===== src/rtl/psrl_pkg.sv =====
`timescale 1ns / 1ps

package psrl_pkg;

   // table geometry
   localparam int SETS  = 1024;
   localparam int WAYS  = 4;
   localparam int SET_W = $clog2(SETS);
   localparam int WAY_W = (WAYS > 1) ? $clog2(WAYS) : 1;
   localparam int IP_W  = 32;
   localparam int TAG_W = IP_W - SET_W;
   localparam int CNT_W = 8;
   localparam int SEC_W = 16;
   localparam int LIM_W = CNT_W + 1;

   localparam logic [CNT_W-1:0] CNT_MAX = 8'd255;
   localparam logic [SEC_W-1:0] SEC_MAX = 16'hFFFF;

   // register reset values
   localparam logic [7:0]  POST_BASE_RST      = 8'd2;
   localparam logic [4:0]  POST_SHIFT_RST     = 5'd7;
   localparam logic [7:0]  COMMENT_BASE_RST   = 8'd4;
   localparam logic [4:0]  COMMENT_SHIFT_RST  = 5'd6;
   localparam logic [2:0]  MESSAGE_LIMIT_RST  = 3'd5;
   localparam logic [15:0] WINDOW_SECONDS_RST = 16'd300;

   // register indexes
   localparam logic [2:0] CSR_POST_BASE      = 3'd0;
   localparam logic [2:0] CSR_POST_SHIFT     = 3'd1;
   localparam logic [2:0] CSR_COMMENT_BASE   = 3'd2;
   localparam logic [2:0] CSR_COMMENT_SHIFT  = 3'd3;
   localparam logic [2:0] CSR_MESSAGE_LIMIT  = 3'd4;
   localparam logic [2:0] CSR_WINDOW_SECONDS = 3'd5;

   typedef enum logic [1:0] {
      KIND_POST    = 2'd0,
      KIND_COMMENT = 2'd1,
      KIND_MESSAGE = 2'd2,
      KIND_TICK    = 2'd3
   } kind_type;

   typedef enum logic [1:0] {
      ST_CLEAR  = 2'd0,
      ST_IDLE   = 2'd1,
      ST_LOOKUP = 2'd2,
      ST_UPDATE = 2'd3
   } state_type;

   typedef struct packed {
      logic                 valid;
      logic [TAG_W-1:0]     tag;
      logic [2:0][CNT_W-1:0] cnt;
   } entry_type;

   typedef entry_type [WAYS-1:0] row_type;

   // controller to datapath
   typedef struct packed {
      logic             capture;
      logic             lookup;
      logic             commit;
      logic             sweep;
      logic [SET_W-1:0] sweep_addr;
   } cmd_type;

   // datapath to controller
   typedef struct packed {
      logic out_busy;
      logic tick_clear;
   } sts_type;

endpackage


===== src/rtl/psrl_ctrl.sv =====
`timescale 1ns / 1ps

module psrl_ctrl (
   input  logic              clock,
   input  logic              reset,
   input  logic              req_tvalid,
   output logic              req_tready,
   output psrl_pkg::cmd_type cmd,
   input  psrl_pkg::sts_type sts
);
   import psrl_pkg::*;

   state_type        state_ff, state_in;
   logic [SET_W-1:0] clr_ff, clr_in;
   logic             clr_last;

   assign clr_last = (clr_ff == SET_W'(SETS - 1));

   // state and sweep counter registers
   always_ff @(posedge clock) begin
      if (reset) begin
         state_ff <= ST_CLEAR;
         clr_ff   <= '0;
      end else begin
         state_ff <= state_in;
         clr_ff   <= clr_in;
      end
   end

   // next state
   always_comb begin
      state_in = state_ff;
      case (state_ff)
         ST_CLEAR:  if (clr_last) state_in = ST_IDLE;
         ST_IDLE:   if (req_tvalid) state_in = ST_LOOKUP;
         ST_LOOKUP: state_in = ST_UPDATE;
         ST_UPDATE: begin
            if (!sts.out_busy) state_in = sts.tick_clear ? ST_CLEAR : ST_IDLE;
         end
         default:   state_in = ST_CLEAR;
      endcase
   end

   // outputs
   always_comb begin
      req_tready     = 1'b0;
      cmd            = '0;
      cmd.sweep_addr = clr_ff;
      clr_in         = '0;
      case (state_ff)
         ST_CLEAR: begin
            cmd.sweep = 1'b1;
            clr_in    = clr_ff + 1'b1;
         end
         ST_IDLE: begin
            req_tready  = 1'b1;
            cmd.capture = req_tvalid;
         end
         ST_LOOKUP: cmd.lookup = 1'b1;
         ST_UPDATE: cmd.commit = !sts.out_busy;
         default:   cmd = '0;
      endcase
   end

endmodule


===== config.mk =====
export PLATFORM = sky130hd
export DESIGN_NAME = psrl_ctrl
export DESIGN_NICKNAME = d
export VERILOG_FILES = /design/src/rtl/psrl_pkg.sv /design/src/rtl/psrl_ctrl.sv
export SDC_FILE = /design/constraint.sdc
export NUM_CORES = 1
export LEC_CHECK = 0
export BUFFER_PORTS_ARGS = -buffer_cell sky130_fd_sc_hd__buf_2
export CORE_AREA = 2 2 39 41
export DETAILED_ROUTE_END_ITERATION = 16
export DIE_AREA = 0 0 41 43
export GPL_TIMING_DRIVEN = 0
export PLACE_DENSITY = 0.82
export SLEW_MARGIN = 20
export SYNTH_ARGS = -nofsm -noshare
export SYNTH_HDL_FRONTEND = slang
export SYNTH_SLANG_ARGS = --single-unit

===== constraint.sdc =====
create_clock -name clock -period 3.73 [get_ports clock]
set_input_delay 0.373 -clock clock [delete_from_list [all_inputs] [get_ports clock]]
set_output_delay 0.373 -clock clock [all_outputs]
set_load 0.02 [all_outputs]

; Yosys cells after proc, flatten, opt, wreduce, memory -nomap -nowiden
; Index checks and enable logic that the tools add are counted.
[word_totals]
ff_bits = 12
input_bits = 5
output_inout_bits = 15
wordCells = 25
[op_classes]
n_addsub = 1
eq_ne = 7
muxes = 10
n_bitwise = 1
n_reduce_logical = 4
[op_table]
columns = operator, count
row1 = $add 10x1->10 const B, 1
row2 = $eq 10x10->1 const B, 1
row3 = $pmux 2 s4, 1
row4 = $mux 1, 6
row5 = $mux 2, 3
row6 = $ne 2x2->1 const B, 3
row7 = $eq 2x2->1 const B, 2
row8 = $reduce_and 3->1, 1
row9 = $eq 2x1->1 const B, 1
row10 = $logic_not 2->1, 1
row11 = $reduce_or 2->1, 1
row12 = $logic_not 1->1, 1
row13 = $not 1->1, 1

; Logic depth before layout (Yosys ltp)
[depth]
ltp_word = 3
depth_mapped = 6
ltp_nobuf = 6

; Least setup slack after synthesis
; Ideal clock, no wire load.
[synth_timing]
path_kind = reg2reg
startpoint = reg clr_ff[0]
endpoint = reg state_ff[0]
setup_time_ps = 73
t_arrival_ps = 1564
t_required_ps = 3657
slack_ps = 2093
stages_incl_launch_ff = 6
path_buffers = 0
synth_period_minus_slack_ps = 1637
path_cell_list = dfxtp_1 > ha_1 > inv_1 > o41a_1 > o31ai_1 > nor3b_2
[synth_between]
elab_chain_len = 3
[synth_lines]
columns = element, line
row1 = "start, declared", psrl_ctrl.sv:14  ; logic [SET_W-1:0] clr_ff, clr_in;
row2 = "start signal, assigned", psrl_ctrl.sv:26  ; clr_ff <= clr_in;
row3 = $eq 10x10->1, psrl_ctrl.sv:17  ; assign clr_last = (clr_ff == SET_W'(SETS - 1));
row4 = $ne 2x2->1 (no line), n/a
row5 = $reduce_and 3->1 (no line), n/a
row6 = "end signal, assigned", psrl_ctrl.sv:25  ; state_ff <= state_in;
row7 = "end, declared", psrl_ctrl.sv:13  ; state_type state_ff, state_in;
; Every way passes these cells.
; A chain may end at the register's enable or synchronous reset.

==> results.json <==
{
  "outcome": "finished, final reports clean",
  "crit_required_ns": 3.36,
  "io_pins": 20,
  "synth_nets": 82,
  "portBuffers": 19,
  "worstSetupEndpoint": "cmd[13]",
  "clock_latency_ns": 0.27,
  "worstPathArrival_ns": 1.28,
  "layout_common_cells": "buf_2 (19), dfxtp_1 (12), nor2_1 (11), inv_1 (8), ha_1 (6)",
  "r2r_setup_slack_ns": 2.10,
  "cts_resized": 0,
  "area_growth_pct": 22.2,
  "slew-limit-headroom_pct": 70.0,
  "drt_wl_total_mm": 1.15,
  "r2r_end": "state_ff[0]",
  "antenna_found_initial": 0,
  "hold_path_class": "input pin to flip-flop",
  "cts_hold_buffers": 0,
  "final_common_cell": "buf_2",
  "worst-path-max-fanout": 4,
  "seq_area_sq_um": 240,
  "gp_congestion": 0.707,
  "yosysWarnings": 0,
  "crit_cells": 4,
  "fin_ws_ns": 2.08,
  "clock_tree.root_cell": "clkbuf_4",
  "critPathTopFamily": "flip-flops",
  "dieArea_sq_um": 1760,
  "drtAntennaViolNets": 0,
  "end_kind": "output port",
  "clkTransAtPathRegs_ns": 0.07,
  "cts_buffers": 3,
  "syn_area_per_cell_sq_um": 8.72,
  "fmax_mhz": 606,
  "ys_ff_latch": 12,
  "synthCells": 71,
  "rows": 14,
  "avgRoutedWirePerCell_um": 10.6,
  "start_util_pct": 44.8,
  "vias": 541,
  "clock_skew_ns": 0.00860,
  "cts_setup_buffers": 0,
  "slew_violations": 0,
  "grt_pass1_vias": 509,
  "cts.sinks": 12,
  "place_hpwl_um": 912,
  "timing.hold.ws_ns": 0.308,
  "cts_tree": "done",
  "firstDrtPassIters": 5,
  "vdd_ir_drop_max_mv": 0.298,
  "fill_cells": 132,
  "p_leak_nw": 0.335,
  "crit_buf_inv": 2,
  "crit_chain": "inv_1 > ha_1 > and2_1 > buf_2",
  "crit_type": "flip-flop to output port",
  "multi_input_area_sq_um": 345,
  "nNetsFinal": 106,
  "fp.dieW_um": 41,
  "max_stage_delay_ns": 0.38,
  "cellPowerDensity_nw_per_um2": 534,
  "rr_worst_depth": 5,
  "critPathSlowestCell": "dfxtp_1",
  "yosysSeqAreaShare_pct": 38.8,
  "yosysUniqueCellTypes": 24,
  "r2r-start": "clr_ff[0]",
  "viasPerCell": 4.96,
  "clk_path_buf_depth": 2,
  "finalSetupViolations": 0,
  "grt_max_degree": 11,
  "syn-cell-area_sq_um": 619,
  "grtUsageTotal_pct": 16.8,
  "route.detailed.drc": 0,
  "fin_crit_ns": 1.65,
  "antenna_cells": 0,
  "setup_tns_ns": 0,
  "worst_slew_pin_slew_ns": 0.446,
  "place_ws_ns": 2.11,
  "grt_first_pass_wirelength_mm": 2.01,
  "maxCapViolations": 0,
  "final_hold_viol_count": 0,
  "start_kind": "flip-flop",
  "rsz0062_at_grt": "false",
  "htree_levels": 1,
  "drtIter0Drc": 3,
  "drive_gt1_share_pct": 28.0,
  "die_y_um": 43,
  "grt_remaining_overflow": 0,
  "cp-startpoint": "state_ff[1]",
  "fin_crit_sh_pct": 44.3,
  "core_sq_um": 1380
}
==> Yosys cell counts (all sizes together) <==
master   n  area share, %
nor2    11            6.7
inv      8            4.8
o41a     1            1.8
dfxtp   12             39
nand2    4            2.4
a211o    1            1.4
and2     1            1.0
a21oi    1           0.81
clkbuf   1           0.61
ha       6             12
nand2b   1            1.0
xor2     4            5.7
o41ai    1            1.4
o31ai    1            1.2
or3      1            1.2
o21ai    3            2.4
nor3b    1            2.0
xnor2    3            4.2
nor3     3            2.4
and4     1            1.6
nor2b    1            1.0
nand3    3            3.2
nand4    2            2.0
==> layout make-up <==
cell class / count / share of cell area (%)
multi-input combinational: 50 / 45.6
sequential: 12 / 31.7
timing repair buffer: 19 / 12.6
inverter: 8 / 3.97
clock buffer: 3 / 2.98
tap: 16 / 2.64
buffer: 1 / 0.496
==> worst min-delay path by stage <==
stage / from / to / slack, ns / cells past startpoint
global placement: clr_ff[0] / clr_ff[0] / 0.45 / 1
CTS: reset / state_ff[0] / 0.30 / 2
detailed placement: clr_ff[0] / clr_ff[0] / 0.47 / 1
floorplan: reset / state_ff[0] / 0.44 / 1
global route: reset / state_ff[0] / 0.30 / 2
finish: reset / state_ff[0] / 0.31 / 2
==> state kept, by name, indices dropped and copies added (netlist names) <==
signal    flops
clr_ff       10
state_ff      2
==> where the power goes <==
part / internal (mW) / switching (mW) / leakage (nW)
logic: 0.0609 / 0.101 / 0.224
clock network: 0.0374 / 0.0397 / 0.0138
registers: 0.146 / 0.0189 / 0.0973
total: 0.244 / 0.160 / 0.335
==> kinds of logic (layout without fill, tap and decap cells) <==
logic type,count (synthesis),count (layout),share of synthesized area [%]
AND/OR/NAND/NOR,29,29,24.6
flip-flops,12,12,38.8
buffers and inverters,9,31,5.45
AO/OA/AOI/OAI,8,8,9.09
XOR/XNOR,7,7,9.90
adder cells (fa/ha/maj),6,6,12.1
==> metrics by stage <==
stage / util (%) / power (mW) / area [sq um] / instances
global route: 54.7 / 0.440 / 757 / 109
detailed placement: 53.1 / 0.332 / 734 / 106
CTS: 54.7 / 0.410 / 757 / 109
finish: 54.7 / 0.404 / 757 / 109
global placement: 53.1 / 0.324 / 734 / 106
floorplan: - / 0.286 / 619 / 71
==> worst register-to-register path, stage by stage (launching register included) <==
cell and delay [ns]:
dfxtp_1 0.39, ha_1 0.25, inv_1 0.06, o41a_1 0.45, o31ai_1 0.23, nor3b_2 0.18
==> routing by layer <==
layer  track usage (%)  up-vias  wire length [um]
met4              4.00        0                 7
met2              25.3        7               599
met3              9.42        2                61
li1                  -      282                 -
met1              20.0      250               484
met5                 0        -                 0
Power figures use the tool's default switching activity.
